**config.mk**
```make
export PLATFORM = sky130hd
export DESIGN_NAME = thruster_mixer_slew_limiter
export DESIGN_NICKNAME = d
export VERILOG_FILES = /design/src/rtl/tms_pkg.sv /design/src/rtl/tms_front.sv /design/src/rtl/tms_queue.sv /design/src/rtl/tms_back.sv /design/src/rtl/thruster_mixer_slew_limiter.sv
export SDC_FILE = /design/constraint.sdc
export NUM_CORES = 2
export LEC_CHECK = 0
export BUFFER_PORTS_ARGS = -buffer_cell sky130_fd_sc_hd__buf_2
export CAP_MARGIN = 20
export CORE_MARGIN = 2
export CORE_UTILIZATION = 50
export CTS_BUF_LIST = sky130_fd_sc_hd__clkbuf_4 sky130_fd_sc_hd__clkbuf_8 sky130_fd_sc_hd__clkbuf_16
export DETAILED_ROUTE_END_ITERATION = 12
export PLACE_DENSITY_LB_ADDON = 0.25
export SETUP_SLACK_MARGIN = 0.15
export SLEW_MARGIN = 20
export SYNTH_ARGS = -nofsm -noshare
export SYNTH_HDL_FRONTEND = slang
export SYNTH_SLANG_ARGS = --single-unit
export TNS_END_PERCENT = 30
```
**constraint.sdc**
```tcl
create_clock -name clk -period 11.2 [get_ports clk]
set_input_delay 2.24 -clock clk [delete_from_list [all_inputs] [get_ports clk]]
set_output_delay 2.24 -clock clk [all_outputs]
set_load 0.01 [all_outputs]
```
**src/rtl/tms_pkg.sv**
```systemverilog
// ----------------------------------------------------------------------------
// tms_pkg: shared types, codes and helpers for the thruster mixer
// Command codes, register indexes, the decoded command that travels from the
// front end to the back end, the configuration bundle and the slew function.
// ----------------------------------------------------------------------------
package tms_pkg;

  // Input opcodes
  localparam logic [3:0] OP_SET_ALL   = 4'd0;
  localparam logic [3:0] OP_PORT      = 4'd1;
  localparam logic [3:0] OP_VERTICAL  = 4'd2;
  localparam logic [3:0] OP_STARBOARD = 4'd3;
  localparam logic [3:0] OP_THROTTLE  = 4'd4;
  localparam logic [3:0] OP_YAW       = 4'd5;
  localparam logic [3:0] OP_LIFT      = 4'd6;
  localparam logic [3:0] OP_STOP      = 4'd7;
  localparam logic [3:0] OP_TICK      = 4'd8;

  // Configuration register indexes
  localparam int unsigned CFG_INDEX_W = 3;
  localparam logic [CFG_INDEX_W-1:0] REG_STEP_SIZE     = 3'd0;
  localparam logic [CFG_INDEX_W-1:0] REG_DEADZONE_LOW  = 3'd1;
  localparam logic [CFG_INDEX_W-1:0] REG_DEADZONE_HIGH = 3'd2;
  localparam logic [CFG_INDEX_W-1:0] REG_MIDPOINT      = 3'd3;
  localparam logic [CFG_INDEX_W-1:0] REG_FORWARD_SPAN  = 3'd4;
  localparam logic [CFG_INDEX_W-1:0] REG_REVERSE_SPAN  = 3'd5;

  localparam int unsigned CFG_DATA_W  = 12;
  localparam int unsigned PULSE_W     = 12;
  localparam int unsigned SPAN_W      = 10;
  localparam int unsigned IN_TDATA_W  = 48;
  localparam int unsigned IN_TUSER_W  = 4;
  localparam int unsigned OUT_TDATA_W = 48;

  // Command queue depth
  localparam int unsigned QUEUE_DEPTH_DEF = 2;

  // Reset values
  localparam logic [SPAN_W-1:0]  STEP_SIZE_RST     = 10'd40;
  localparam logic [PULSE_W-1:0] DEADZONE_LOW_RST  = 12'd1450;
  localparam logic [PULSE_W-1:0] DEADZONE_HIGH_RST = 12'd1550;
  localparam logic [PULSE_W-1:0] MIDPOINT_RST      = 12'd1500;
  localparam logic [SPAN_W-1:0]  SPAN_RST          = 10'd500;
  localparam logic [PULSE_W-1:0] NEUTRAL_PULSE     = 12'd1500;

  // Kind of work the back end carries out
  typedef enum logic [1:0] {
    CMD_NOP,
    CMD_SET,
    CMD_STOP,
    CMD_TICK
  } cmd_kind_t;

  // Axis masks for target writes
  localparam logic [2:0] AXIS_PORT      = 3'b001;
  localparam logic [2:0] AXIS_VERTICAL  = 3'b010;
  localparam logic [2:0] AXIS_STARBOARD = 3'b100;

  typedef struct packed {
    cmd_kind_t          kind;
    logic [2:0]         mask;
    logic [PULSE_W-1:0] port;
    logic [PULSE_W-1:0] vertical;
    logic [PULSE_W-1:0] starboard;
    logic               arm;
  } cmd_t;

  typedef struct packed {
    logic [SPAN_W-1:0]  step_size;
    logic [PULSE_W-1:0] deadzone_low;
    logic [PULSE_W-1:0] deadzone_high;
    logic [PULSE_W-1:0] midpoint;
    logic [SPAN_W-1:0]  forward_span;
    logic [SPAN_W-1:0]  reverse_span;
  } cfg_t;

  // One slew step of a driven pulse toward its target
  function automatic logic [PULSE_W-1:0] approach(
    input logic [PULSE_W-1:0] tgt,
    input logic [PULSE_W-1:0] cur,
    input cfg_t               cfg
  );
    logic signed [13:0] t, c, m, diff, mag, res, dmt, dmc, step;
    t    = $signed({2'b00, tgt});
    c    = $signed({2'b00, cur});
    m    = $signed({2'b00, cfg.midpoint});
    step = $signed({4'b0000, cfg.step_size});
    dmt  = (m - t < 0) ? t - m : m - t;
    dmc  = (m - c < 0) ? c - m : m - c;
    diff = t - c;
    mag  = (diff < 0) ? -diff : diff;
    if (mag > step) mag = step;
    if (diff < 0) begin
      res = c - mag;
      if (res > $signed({2'b00, cfg.deadzone_low})) res = $signed({2'b00, cfg.deadzone_low});
    end else if (diff > 0) begin
      res = c + mag;
      if (res < $signed({2'b00, cfg.deadzone_high})) res = $signed({2'b00, cfg.deadzone_high});
    end else begin
      res = c;
    end
    // stop at the midpoint when crossing it, jump when power drops
    if ((c < m && m < t) || (t < m && m < c)) begin
      return cfg.midpoint;
    end else if (dmt < dmc) begin
      return tgt;
    end else begin
      return res[PULSE_W-1:0];
    end
  endfunction

endpackage

```
**src/rtl/tms_front.sv**
```systemverilog
// ----------------------------------------------------------------------------
// tms_front: command decode and throttle/yaw mixing
// Accepts input beats, checks ranges, keeps the stored percents, and turns
// each beat into one decoded command for the back end. Two stages: a decode
// register holding the span product, then the mix into the command queue.
// ----------------------------------------------------------------------------
module tms_front (
  input  logic                       clk,
  input  logic                       rst,
  input  logic                       s_tvalid,
  output logic                       s_tready,
  input  logic [tms_pkg::IN_TDATA_W-1:0] s_tdata,
  input  logic [tms_pkg::IN_TUSER_W-1:0] s_tuser,
  input  tms_pkg::cfg_t              cfg,
  output logic                       push,
  input  logic                       full,
  output tms_pkg::cmd_t              push_cmd
);
  import tms_pkg::*;

  function automatic logic pulse_ok(input logic [PULSE_W-1:0] v);
    return (v >= 12'd1000) && (v <= 12'd2000);
  endfunction

  function automatic logic pct_ok(input logic signed [7:0] v);
    return (v >= -8'sd100) && (v <= 8'sd100);
  endfunction

  // stored percents
  logic signed [7:0] throttle_pct, yaw_pct;
  logic signed [7:0] throttle_pct_next, yaw_pct_next;

  // decode stage registers
  logic              s1_valid;
  cmd_t              s1_cmd;
  logic              s1_mix;
  logic [16:0]       s1_prod;
  logic              s1_thr_neg;
  logic signed [8:0] s1_turn;

  // input field unpack
  logic [3:0]         op;
  logic [PULSE_W-1:0] pv, vv, sv;
  logic               byp;
  logic signed [7:0]  pct;
  logic               accept;

  cmd_t              dec_cmd;
  logic              dec_mix;
  logic [6:0]        thr_mag, yaw_mag;
  logic [SPAN_W-1:0] span;
  logic [16:0]       dec_prod;
  logic [9:0]        turn_x5;
  logic signed [8:0] dec_turn;
  logic signed [12:0] lift;

  assign op  = s_tuser[3:0];
  assign pv  = s_tdata[11:0];
  assign vv  = s_tdata[23:12];
  assign sv  = s_tdata[35:24];
  assign byp = s_tdata[36];
  assign pct = $signed(s_tdata[44:37]);

  assign s_tready = !s1_valid || !full;
  assign accept   = s_tvalid && s_tready;
  assign push     = s1_valid && !full;

  // decode one beat
  always_comb begin
    throttle_pct_next = throttle_pct;
    yaw_pct_next      = yaw_pct;
    if (op == OP_THROTTLE && pct_ok(pct)) throttle_pct_next = pct;
    if (op == OP_YAW && pct_ok(pct))      yaw_pct_next      = pct;

    thr_mag  = throttle_pct_next[7] ? 7'(-throttle_pct_next) : throttle_pct_next[6:0];
    yaw_mag  = yaw_pct_next[7] ? 7'(-yaw_pct_next) : yaw_pct_next[6:0];
    span     = throttle_pct_next[7] ? cfg.reverse_span : cfg.forward_span;
    dec_prod = {7'd0, span} * {10'd0, thr_mag};
    turn_x5  = {3'b000, yaw_mag} + {1'b0, yaw_mag, 2'b00};
    dec_turn = yaw_pct_next[7] ? -$signed({1'b0, turn_x5[8:1]}) : $signed({1'b0, turn_x5[8:1]});
    lift     = 13'sd1500 + $signed({{5{pct[7]}}, pct}) * 13'sd5;

    dec_cmd.kind      = CMD_NOP;
    dec_cmd.mask      = '0;
    dec_cmd.port      = pv;
    dec_cmd.vertical  = vv;
    dec_cmd.starboard = sv;
    dec_cmd.arm       = byp;
    dec_mix           = 1'b0;
    case (op)
      OP_SET_ALL: begin
        if (pulse_ok(pv) && pulse_ok(vv) && pulse_ok(sv)) begin
          dec_cmd.kind = CMD_SET;
          dec_cmd.mask = AXIS_PORT | AXIS_VERTICAL | AXIS_STARBOARD;
        end
      end
      OP_PORT: begin
        if (pulse_ok(pv)) begin
          dec_cmd.kind = CMD_SET;
          dec_cmd.mask = AXIS_PORT;
        end
      end
      OP_VERTICAL: begin
        if (pulse_ok(vv)) begin
          dec_cmd.kind = CMD_SET;
          dec_cmd.mask = AXIS_VERTICAL;
        end
      end
      OP_STARBOARD: begin
        if (pulse_ok(sv)) begin
          dec_cmd.kind = CMD_SET;
          dec_cmd.mask = AXIS_STARBOARD;
        end
      end
      OP_THROTTLE, OP_YAW: begin
        dec_cmd.kind = CMD_SET;
        dec_cmd.mask = AXIS_PORT | AXIS_STARBOARD;
        dec_cmd.arm  = 1'b0;
        dec_mix      = 1'b1;
      end
      OP_LIFT: begin
        if (pct_ok(pct)) begin
          dec_cmd.kind     = CMD_SET;
          dec_cmd.mask     = AXIS_VERTICAL;
          dec_cmd.vertical = lift[PULSE_W-1:0];
          dec_cmd.arm      = 1'b0;
        end
      end
      OP_STOP: dec_cmd.kind = CMD_STOP;
      OP_TICK: dec_cmd.kind = CMD_TICK;
      default: dec_cmd.kind = CMD_NOP;
    endcase
  end

  // percent registers and decode stage
  always_ff @(posedge clk) begin
    if (rst) begin
      throttle_pct <= '0;
      yaw_pct      <= '0;
      s1_valid     <= 1'b0;
    end else begin
      if (accept) begin
        throttle_pct <= throttle_pct_next;
        yaw_pct      <= yaw_pct_next;
      end
      if (s_tready) s1_valid <= s_tvalid;
    end
  end

  always_ff @(posedge clk) begin
    if (accept) begin
      s1_cmd     <= dec_cmd;
      s1_mix     <= dec_mix;
      s1_prod    <= dec_prod;
      s1_thr_neg <= throttle_pct_next[7];
      s1_turn    <= dec_turn;
    end
  end

  // mix: divide span product by 100 through a reciprocal, then offset clamp
  logic [29:0]        recip;
  logic [9:0]         q;
  logic signed [13:0] q_s, power, turn, aturn, off, mix_a, mix_b;

  always_comb begin
    recip = {13'd0, s1_prod} * 30'd5243;
    q     = recip[28:19];
    q_s   = $signed({4'b0000, q});
    power = 14'sd1500 + (s1_thr_neg ? -q_s : q_s);
    turn  = 14'(s1_turn);
    aturn = (turn < 0) ? -turn : turn;
    if (!s1_thr_neg) begin
      off = aturn + power - 14'sd2000;
      if (off < 0) off = '0;
      mix_a = power + turn - off;
      mix_b = power - turn - off;
    end else begin
      off = 14'sd1000 - (power - aturn);
      if (off < 0) off = '0;
      mix_a = power + turn + off;
      mix_b = power - turn + off;
    end
    push_cmd = s1_cmd;
    if (s1_mix) begin
      push_cmd.port      = mix_a[PULSE_W-1:0];
      push_cmd.starboard = mix_b[PULSE_W-1:0];
    end
  end

endmodule

```
**src/rtl/tms_queue.sv**
```systemverilog
// ----------------------------------------------------------------------------
// tms_queue: command queue between front end and back end
// Small register FIFO of decoded commands; lets either side stall alone.
// ----------------------------------------------------------------------------
module tms_queue #(
  parameter int unsigned Depth = tms_pkg::QUEUE_DEPTH_DEF
) (
  input  logic          clk,
  input  logic          rst,
  input  logic          push,
  input  tms_pkg::cmd_t push_cmd,
  output logic          full,
  input  logic          pop,
  output logic          empty,
  output tms_pkg::cmd_t pop_cmd
);
  import tms_pkg::*;

  localparam int unsigned PtrW = (Depth > 1) ? $clog2(Depth) : 1;
  localparam int unsigned CntW = $clog2(Depth + 1);

  cmd_t            entries [Depth];
  logic [PtrW-1:0] wr_ptr, rd_ptr;
  logic [CntW-1:0] count;

  assign full    = (count == CntW'(Depth));
  assign empty   = (count == '0);
  assign pop_cmd = entries[rd_ptr];

  // store the beat
  always_ff @(posedge clk) begin
    if (push) entries[wr_ptr] <= push_cmd;
  end

  // advance pointers and count
  always_ff @(posedge clk) begin
    if (rst) begin
      wr_ptr <= '0;
      rd_ptr <= '0;
      count  <= '0;
    end else begin
      if (push) wr_ptr <= (wr_ptr == PtrW'(Depth - 1)) ? '0 : wr_ptr + 1'b1;
      if (pop)  rd_ptr <= (rd_ptr == PtrW'(Depth - 1)) ? '0 : rd_ptr + 1'b1;
      case ({push, pop})
        2'b10:   count <= count + 1'b1;
        2'b01:   count <= count - 1'b1;
        default: count <= count;
      endcase
    end
  end

endmodule

```
**src/rtl/tms_back.sv**
```systemverilog
// ----------------------------------------------------------------------------
// tms_back: target store, slew limiter and result register
// Runs one queued command per cycle unless the output stalls: writes targets,
// stops, or steps the three drives. Every command yields one result beat.
// ----------------------------------------------------------------------------
module tms_back (
  input  logic                         clk,
  input  logic                         rst,
  input  tms_pkg::cfg_t                cfg,
  input  logic                         empty,
  input  tms_pkg::cmd_t                pop_cmd,
  output logic                         pop,
  output logic                         m_tvalid,
  input  logic                         m_tready,
  output logic [tms_pkg::OUT_TDATA_W-1:0] m_tdata
);
  import tms_pkg::*;

  logic [PULSE_W-1:0] target_port, target_vertical, target_starboard;
  logic [PULSE_W-1:0] drive_port, drive_vertical, drive_starboard;
  logic               bypass_pending;

  logic [PULSE_W-1:0] target_port_next, target_vertical_next, target_starboard_next;
  logic [PULSE_W-1:0] drive_port_next, drive_vertical_next, drive_starboard_next;
  logic               bypass_pending_next;
  logic               moved_next;

  // result register
  logic [PULSE_W-1:0] res_port, res_vertical, res_starboard;
  logic               res_moved;

  assign pop = !empty && (!m_tvalid || m_tready);

  // execute one command
  always_comb begin
    target_port_next      = target_port;
    target_vertical_next  = target_vertical;
    target_starboard_next = target_starboard;
    drive_port_next       = drive_port;
    drive_vertical_next   = drive_vertical;
    drive_starboard_next  = drive_starboard;
    bypass_pending_next   = bypass_pending;
    moved_next            = 1'b0;
    case (pop_cmd.kind)
      CMD_SET: begin
        if ((pop_cmd.mask & AXIS_PORT) != '0)      target_port_next      = pop_cmd.port;
        if ((pop_cmd.mask & AXIS_VERTICAL) != '0)  target_vertical_next  = pop_cmd.vertical;
        if ((pop_cmd.mask & AXIS_STARBOARD) != '0) target_starboard_next = pop_cmd.starboard;
        if (pop_cmd.arm) bypass_pending_next = 1'b1;
      end
      CMD_STOP: begin
        target_port_next      = cfg.midpoint;
        target_vertical_next  = cfg.midpoint;
        target_starboard_next = cfg.midpoint;
      end
      CMD_TICK: begin
        if (target_port != drive_port || target_vertical != drive_vertical ||
            target_starboard != drive_starboard) begin
          moved_next = 1'b1;
          if (bypass_pending) begin
            drive_port_next      = target_port;
            drive_vertical_next  = target_vertical;
            drive_starboard_next = target_starboard;
            bypass_pending_next  = 1'b0;
          end else begin
            drive_port_next      = approach(target_port, drive_port, cfg);
            drive_vertical_next  = approach(target_vertical, drive_vertical, cfg);
            drive_starboard_next = approach(target_starboard, drive_starboard, cfg);
          end
        end
      end
      default: moved_next = 1'b0;
    endcase
  end

  // state and result valid
  always_ff @(posedge clk) begin
    if (rst) begin
      target_port      <= NEUTRAL_PULSE;
      target_vertical  <= NEUTRAL_PULSE;
      target_starboard <= NEUTRAL_PULSE;
      drive_port       <= NEUTRAL_PULSE;
      drive_vertical   <= NEUTRAL_PULSE;
      drive_starboard  <= NEUTRAL_PULSE;
      bypass_pending   <= 1'b0;
      m_tvalid         <= 1'b0;
    end else begin
      if (pop) begin
        target_port      <= target_port_next;
        target_vertical  <= target_vertical_next;
        target_starboard <= target_starboard_next;
        drive_port       <= drive_port_next;
        drive_vertical   <= drive_vertical_next;
        drive_starboard  <= drive_starboard_next;
        bypass_pending   <= bypass_pending_next;
        m_tvalid         <= 1'b1;
      end else if (m_tready) begin
        m_tvalid <= 1'b0;
      end
    end
  end

  // hold result payload
  always_ff @(posedge clk) begin
    if (pop) begin
      res_port      <= drive_port_next;
      res_vertical  <= drive_vertical_next;
      res_starboard <= drive_starboard_next;
      res_moved     <= moved_next;
    end
  end

  // forward percent: trunc((avg - 1000) / 5) - 100, saturated to 8 bits
  logic [12:0]        sum;
  logic signed [12:0] dev;
  logic [11:0]        dev_mag;
  logic [23:0]        recip;
  logic signed [11:0] q_s, fwd;
  logic [7:0]         fwd_sat;

  always_comb begin
    sum     = {1'b0, res_port} + {1'b0, res_starboard};
    dev     = $signed({1'b0, sum[12:1]}) - 13'sd1000;
    dev_mag = (dev < 0) ? 12'(-dev) : dev[11:0];
    recip   = {12'd0, dev_mag} * 24'd3277;
    q_s     = $signed({2'b00, recip[23:14]});
    fwd     = ((dev < 0) ? -q_s : q_s) - 12'sd100;
    if (fwd > 12'sd127)       fwd_sat = 8'h7f;
    else if (fwd < -12'sd128) fwd_sat = 8'h80;
    else                      fwd_sat = fwd[7:0];
  end

  assign m_tdata = {3'b000, res_moved, fwd_sat, res_starboard, res_vertical, res_port};

endmodule

```
**src/rtl/thruster_mixer_slew_limiter.sv**
```systemverilog
// ----------------------------------------------------------------------------
// thruster_mixer_slew_limiter: thruster command mixer with slew limiting
// Front end decodes commands and mixes throttle/yaw into port and starboard
// targets; back end holds targets and drives and steps drives on each tick.
// ----------------------------------------------------------------------------
//
//  channel   dir  handshake            payload
//  s_*       in   s_tvalid/s_tready    tuser: opcode; tdata: pulses, bypass, pct
//  m_*       out  m_tvalid/m_tready    tdata: three positions, fwd pct, moved
//  cfg_*     in   cfg_valid/cfg_ready  cfg_index, cfg_data
//
//  One beat in, one beat out; a new beat is taken every cycle when the
//  output is drained. Beats pass the decode register, queue and
//  result register. Reset (rst, synchronous) loads register defaults and puts
//  all targets and drives at 1500. A stalled output fills the command queue
//  and then the decode register before s_tready drops. cfg_ready is always high.
//
module thruster_mixer_slew_limiter #(
  parameter int unsigned QueueDepth = tms_pkg::QUEUE_DEPTH_DEF
) (
  input  logic                            clk,
  input  logic                            rst,
  input  logic                            s_tvalid,
  output logic                            s_tready,
  // [11:0] port_value, [23:12] vertical_value, [35:24] starboard_value,
  // [36] bypass_request, [44:37] percent, [47:45] zero
  input  logic [tms_pkg::IN_TDATA_W-1:0]  s_tdata,
  // [3:0] opcode
  input  logic [tms_pkg::IN_TUSER_W-1:0]  s_tuser,
  output logic                            m_tvalid,
  input  logic                            m_tready,
  // [11:0] port_pos, [23:12] vertical_pos, [35:24] starboard_pos,
  // [43:36] forward_percent, [44] moved, [47:45] zero
  output logic [tms_pkg::OUT_TDATA_W-1:0] m_tdata,
  input  logic                            cfg_valid,
  output logic                            cfg_ready,
  input  logic [tms_pkg::CFG_INDEX_W-1:0] cfg_index,
  input  logic [tms_pkg::CFG_DATA_W-1:0]  cfg_data
);
  import tms_pkg::*;

  cfg_t cfg;
  logic push, full, pop, empty;
  cmd_t push_cmd, pop_cmd;

  assign cfg_ready = 1'b1;

  // configuration registers
  always_ff @(posedge clk) begin
    if (rst) begin
      cfg.step_size     <= STEP_SIZE_RST;
      cfg.deadzone_low  <= DEADZONE_LOW_RST;
      cfg.deadzone_high <= DEADZONE_HIGH_RST;
      cfg.midpoint      <= MIDPOINT_RST;
      cfg.forward_span  <= SPAN_RST;
      cfg.reverse_span  <= SPAN_RST;
    end else if (cfg_valid && cfg_ready) begin
      case (cfg_index)
        REG_STEP_SIZE:     cfg.step_size     <= cfg_data[SPAN_W-1:0];
        REG_DEADZONE_LOW:  cfg.deadzone_low  <= cfg_data[PULSE_W-1:0];
        REG_DEADZONE_HIGH: cfg.deadzone_high <= cfg_data[PULSE_W-1:0];
        REG_MIDPOINT:      cfg.midpoint      <= cfg_data[PULSE_W-1:0];
        REG_FORWARD_SPAN:  cfg.forward_span  <= cfg_data[SPAN_W-1:0];
        REG_REVERSE_SPAN:  cfg.reverse_span  <= cfg_data[SPAN_W-1:0];
        default: ;
      endcase
    end
  end

  tms_front u_front (
    .clk      (clk),
    .rst      (rst),
    .s_tvalid (s_tvalid),
    .s_tready (s_tready),
    .s_tdata  (s_tdata),
    .s_tuser  (s_tuser),
    .cfg      (cfg),
    .push     (push),
    .full     (full),
    .push_cmd (push_cmd)
  );

  tms_queue #(
    .Depth (QueueDepth)
  ) u_queue (
    .clk      (clk),
    .rst      (rst),
    .push     (push),
    .push_cmd (push_cmd),
    .full     (full),
    .pop      (pop),
    .empty    (empty),
    .pop_cmd  (pop_cmd)
  );

  tms_back u_back (
    .clk      (clk),
    .rst      (rst),
    .cfg      (cfg),
    .empty    (empty),
    .pop_cmd  (pop_cmd),
    .pop      (pop),
    .m_tvalid (m_tvalid),
    .m_tready (m_tready),
    .m_tdata  (m_tdata)
  );

endmodule

```
; Word-level counts from Yosys, hierarchy flattened
; Memories as Yosys holds them, arrays and structs flattened. A register that Yosys moved wholly into a read port is not among the register bits.
; Cells that the tools add are included.
[word_totals]
register_bits = 268
ramBits = 84
out_inout_bits = 51
wordCells = 319
memories = 1
[classes]
n_addsub = 57
n_mul = 4
n_lt_le_gt_ge = 50
eq_ne = 27
muxes = 99
reduce_logical = 46
[mem_list]
columns = memory, words, word_bits, read_ports, rd_clocked_by_memory_dff, wr, line
row1 = u_queue.entries, 2, 42, 1, 1, 1, tms_queue.sv:22  ; cmd_t entries [Depth];
[ops]
columns = cell, n
row1 = $mux 12, 42
row2 = $mux 14, 23
row3 = $sub 12x12->13, 21
row4 = $lt 32x1->1 const B, 6
row5 = $lt 12x12->1, 12
row6 = $pmux 12 s2, 3
row7 = $lt 13x1->1 const B, 4
row8 = $add 13x14->14, 3
row9 = $gt 14x11->1, 3
row10 = $gt 14x13->1, 3
row11 = $lt 14x13->1, 3
row12 = $lt 14x14->1, 3
row13 = $neg 13->14, 3
row14 = $sub 13x14->14, 3
row15 = $mux 8, 5
row16 = $gt 13x1->1 const B, 3
row17 = $ge 12x10->1 const B, 3
row18 = $le 12x11->1 const B, 3
row19 = $ne 12x12->1, 3
row20 = $mul 17x13->29 const B, 1
row21 = $lt 14x1->1 const B, 2
row22 = $add 12x12->12, 2
row23 = $mul 12x12->24 const B, 1
row24 = $sub 12x12->12, 2
row25 = 58 further kinds, 126

; Logic depth before layout (Yosys ltp)
[logic_depth]
depth_word = 18
mapped_depth = 54

; Cells and area by module
; A second synthesis with hierarchy kept.
[hier_totals]
cells_unflattened = 5512
hier_area_um2 = 47857.1
[modules_own_cells]
columns = module, instances, cells_each, area_each_um2
row1 = tms_back, 1, 3350, 26023.7
row2 = tms_front, 1, 1762, 16006.6
row3 = tms_queue, 1, 153, 3225.6
row4 = thruster_mixer_slew_limiter, 1, 247, 2601.2

; Worst setup path after synthesis
; OpenSTA, ideal clock, no wires.
[synth_path]
path_kind = register -> output
start = register u_back.res_port[5]
end = output port m_tdata[36] (netlist name)
arrival_time_ns = 9.271
setup_slack_ns = -0.311
path_stages_with_launch = 42
n_path_buf = 3
cell_sequence = edfxtp_1 ha_1 clkbuf_1 a21oi_1 nand2_1 a221oi_1 xnor2_1 nand3_1 o311ai_1 clkbuf_1 nor2_1 xnor2_1 ha_1 inv_1 fa_1 inv_1 fa_1 fa_1 [6 not listed] a211o_1 a21oi_1 xor2_1 ha_1 clkbuf_1 nor2_1 xnor2_1 inv_1 ha_1 inv_1 or3b_2 a21oi_1 a311o_1 nor2_1 nor3b_1 mux2i_1 o21ai_1 o21ai_1
[synth_via]
elab_chain_cells = 11
[synth_lines]
columns = element, line
row1 = from (decl), tms_back.sv:29  ; logic [PULSE_W-1:0] res_port, res_vertical, res_starboard;
row2 = from (signal assigned), tms_back.sv:106  ; res_port <= drive_port_next;
row3 = $add 12x12->13 (*), tms_back.sv:122  ; sum = {1'b0, res_port} + {1'b0, res_starboard};
row4 = $sub 12x10->13 (*), tms_back.sv:123  ; dev = $signed({1'b0, sum[12:1]}) - 13'sd1000;
row5 = $neg 12->12 / $lt 13x1->1 (equally long branches), "tms_back.sv:124, tms_back.sv:127"
row6 = $mux 12, tms_back.sv:124  ; dev_mag = (dev < 0) ? 12'(-dev) : dev[11:0];
row7 = $mul 12x12->24, tms_back.sv:125  ; recip = {12'd0, dev_mag} * 24'd3277;
row8 = $neg 10->12, tms_back.sv:127  ; fwd = ((dev < 0) ? -q_s : q_s) - 12'sd100;
row9 = $mux 12 (*), tms_back.sv:127
row10 = $sub 12x8->12 (*), tms_back.sv:127
row11 = $lt 12x8->1, tms_back.sv:129  ; else if (fwd < -12'sd128) fwd_sat = 8'h80;
row12 = $mux 8, tms_back.sv:129
row13 = $mux 8 (*), tms_back.sv:128  ; if (fwd > 12'sd127) fwd_sat = 8'h7f;
row14 = to (decl), thruster_mixer_slew_limiter.sv:34  ; output logic [tms_pkg::OUT_TDATA_W-1:0] m_tdata,
; Every way passes the cells marked *; elsewhere a longest branch is shown, timed or not.

; Worst setup path in the final report
[layout_path]
start = register u_back.res_port[2]
end = output port m_tdata[40] (netlist name)
; Same word-level chain as after synthesis.

==> metrics.csv <==
metric;value;unit
outcome;finished with violations;
failing checks;negative setup slack;
Ports;123;
Synth Flop Type;edfxtp_1;
Final min period;11.69;ns
crit-path max cell delay;0.56;ns
M2 GR Usage;0.520;
FP Rows;112;
GR Layer Usage met3;0.0424;
vias per inst;5.92;
Register Area;8980;um^2
HP Start;u_front.push_cmd[22]$_DFFE_PP_;
total CTS buffers;45;
Max Slew Vio Count;0;
initial antenna violation count;5;
total placed cells including tap cells;7008;
CP Launch Point;u_back.res_port[2]$_DFFE_PP_;
most crowded layer after global routing;met2;
area delta synth->final;18.4;%
most frequent cells in the layout;ha_1, inv_1, buf_4;
layout cells sized above 1;0.180;
synthesized instance count;5475;
RSZ-0062 raised after global routing;true;
post-route ant nets;0;
cell mode on critical path;fa_1;
DR WL/cell;21.8;um
die width;310;um
Clock Tree Buf Depth;3;
DRC viols;0;
layout filler cell count;8188;
nets;6937;
GRT overflow;0;
HP Class;reg -> reg;
die height;310;um
RD Place Congestion;1.03;
Worst Path Arrival;9.45;ns
WP buf/inv;9;
# H-tree levels;2;
CP startpoint kind;flip-flop;
Netlist cell types;101;
Worst EP required;8.96;ns
1st-iter DRT viols;3702;
Via Count;42600;
area of the multi-input gates;36900;um^2
Mapped Area;46800;um^2
Buffers on Ports;115;
die area;96000;um^2
DRT Pass-1 Iters;6;
Mean Syn Cell Area;8.54;um^2
Fin Setup TNS;-3.29;ns
CP Class;reg -> out;
largest net degree at the start of global routing;91;
final count of negative-setup-slack endpoints;8;
Hold Violations, Final;0;
Total Routing Usage GR;0.316;
sequential element share of the synthesized area;0.192;
global-route wire length before repair;234000;um
Max-Cap Viols;0;
Worst-Skew Late Latency;0.63;ns
routing usage on met1;0.419;
Fmax achieved;0.0856;GHz
RR Startpoint;u_front.s1_prod[13]$_DFFE_PP_;
clk_skew;0.0311;ns
fin cells;7200;
Root Buffer;clkbuf_16;
TritonCTS clock tree;yes;
Reg clk slew, reported paths;0.06;ns
Setup WS pre-CTS;-0.376;ns
Detailed Route WL;157000;um
most common cell after layout, fill and taps aside;ha_1;
Crit Path Max Fanout;6;
vias in the first global route;40300;
Yosys reg bits;353;
asr flop ratio synth;0;
Post-synth EDFFs;191;
max_slew headroom;0.277;
Largest delay share family, worst path;adder cells;
Initial Util;0.503;
synth warn;0;
hpwl dp;122000;um
Worst Setup End Kind;output port;
# hold bufs at CTS;0;
slew of the pin with the lowest slew margin;1.08;ns
core area;93000;um^2
Worst path slowest cell;fa_1;
Period Utilization, post-route;1.04;
Setup WS post-layout;-0.488;ns
clock sink count;353;
layout make-up:
class | instances | area share
Inverter | 657 | 0.0447
Clock inverter | 34 | 0.00597
Sequential cell | 353 | 0.162
Antenna cell | 1 | 0.0000452
Timing Repair Buffer | 541 | 0.0705
Multi-Input combinational cell | 4311 | 0.667
Tap cell | 1254 | 0.0283
Clock buffer | 49 | 0.0211
cells by family (layout without fill, tap and decap cells):
family                     count (synthesis)  after routing  share of synthesized area
and+or+nand+nor                         1300           1300                      0.132
adders and majority gates                956            956                      0.286
DFF                                      353            353                      0.192
xor gates and xnor gates                 336            336                     0.0636
buffers and inverters                    832           1281                     0.0673
AOI/OAI and AO/OA                       1434           1434                      0.200
muxes                                    262            262                     0.0581
other                                      2             24                   0.000161
metal layers:
metal | part of all wire | vias up
met5 | 0.00025 | -
met3 | 0.077 | 354
met1 | 0.42 | 20300
li1 | - | 20200
met4 | 0.048 | 6
met2 | 0.46 | 1677
synth_stat cells (141+ instances only):
cell        n  area (um^2)
nor2_1    378         1420
mux2i_1   187         1870
a21o_1    141         1060
dfxtp_1   162         3240
fa_1      191         3820
a21oi_1   431         2160
clkbuf_1  152          571
edfxtp_1  191         5740
ha_1      765         9570
inv_1     652         2450
nand2_1   386         1450
o21ai_0   216         1080
xnor2_1   243         2130
through the flow:
stage | hold slack (ns) | util | instance area [um^2]
after floorplan | 0.421 | - | 46900
after global placement | 0.424 | 0.546 | 50800
after detailed placement | 0.433 | 0.546 | 50800
after CTS | 0.446 | 0.572 | 53300
after global routing | 0.451 | 0.595 | 55400
final | 0.437 | 0.595 | 55400
sequential cells by signal, indices dropped and copies added, names as in the netlist, 17 cells and up, named ones only:
register	count
cfg	66
u_front.push_cmd	18
u_front.s1_cmd	24
u_queue.entries	84
u_front.s1_prod	17
final timing paths:
| path | cells past startpoint | endpoint | slack, ns |
|---|---|---|---|
| max reg2reg | 50 | u_queue.entries[1][12]$_DFFE_PP_ | 0.23 |
| min reg2reg | 0 | u_queue.entries[0][22]$_DFFE_PP_ | 0.44 |
| min | 0 | u_queue.entries[0][22]$_DFFE_PP_ | 0.44 |
| max | 36 | m_tdata[40] | -0.49 |
what timing repair did:
item | CTS | global route
pin swaps | 83 | 185
setup buffers | 41 | 65
endpoints found under the setup margin | 24 | 60
resized for setup | 120 | 298
Power is left out: the tool's default activity adds up to more than one toggle a clock period on the data nets, which glitch-free logic cannot reach.
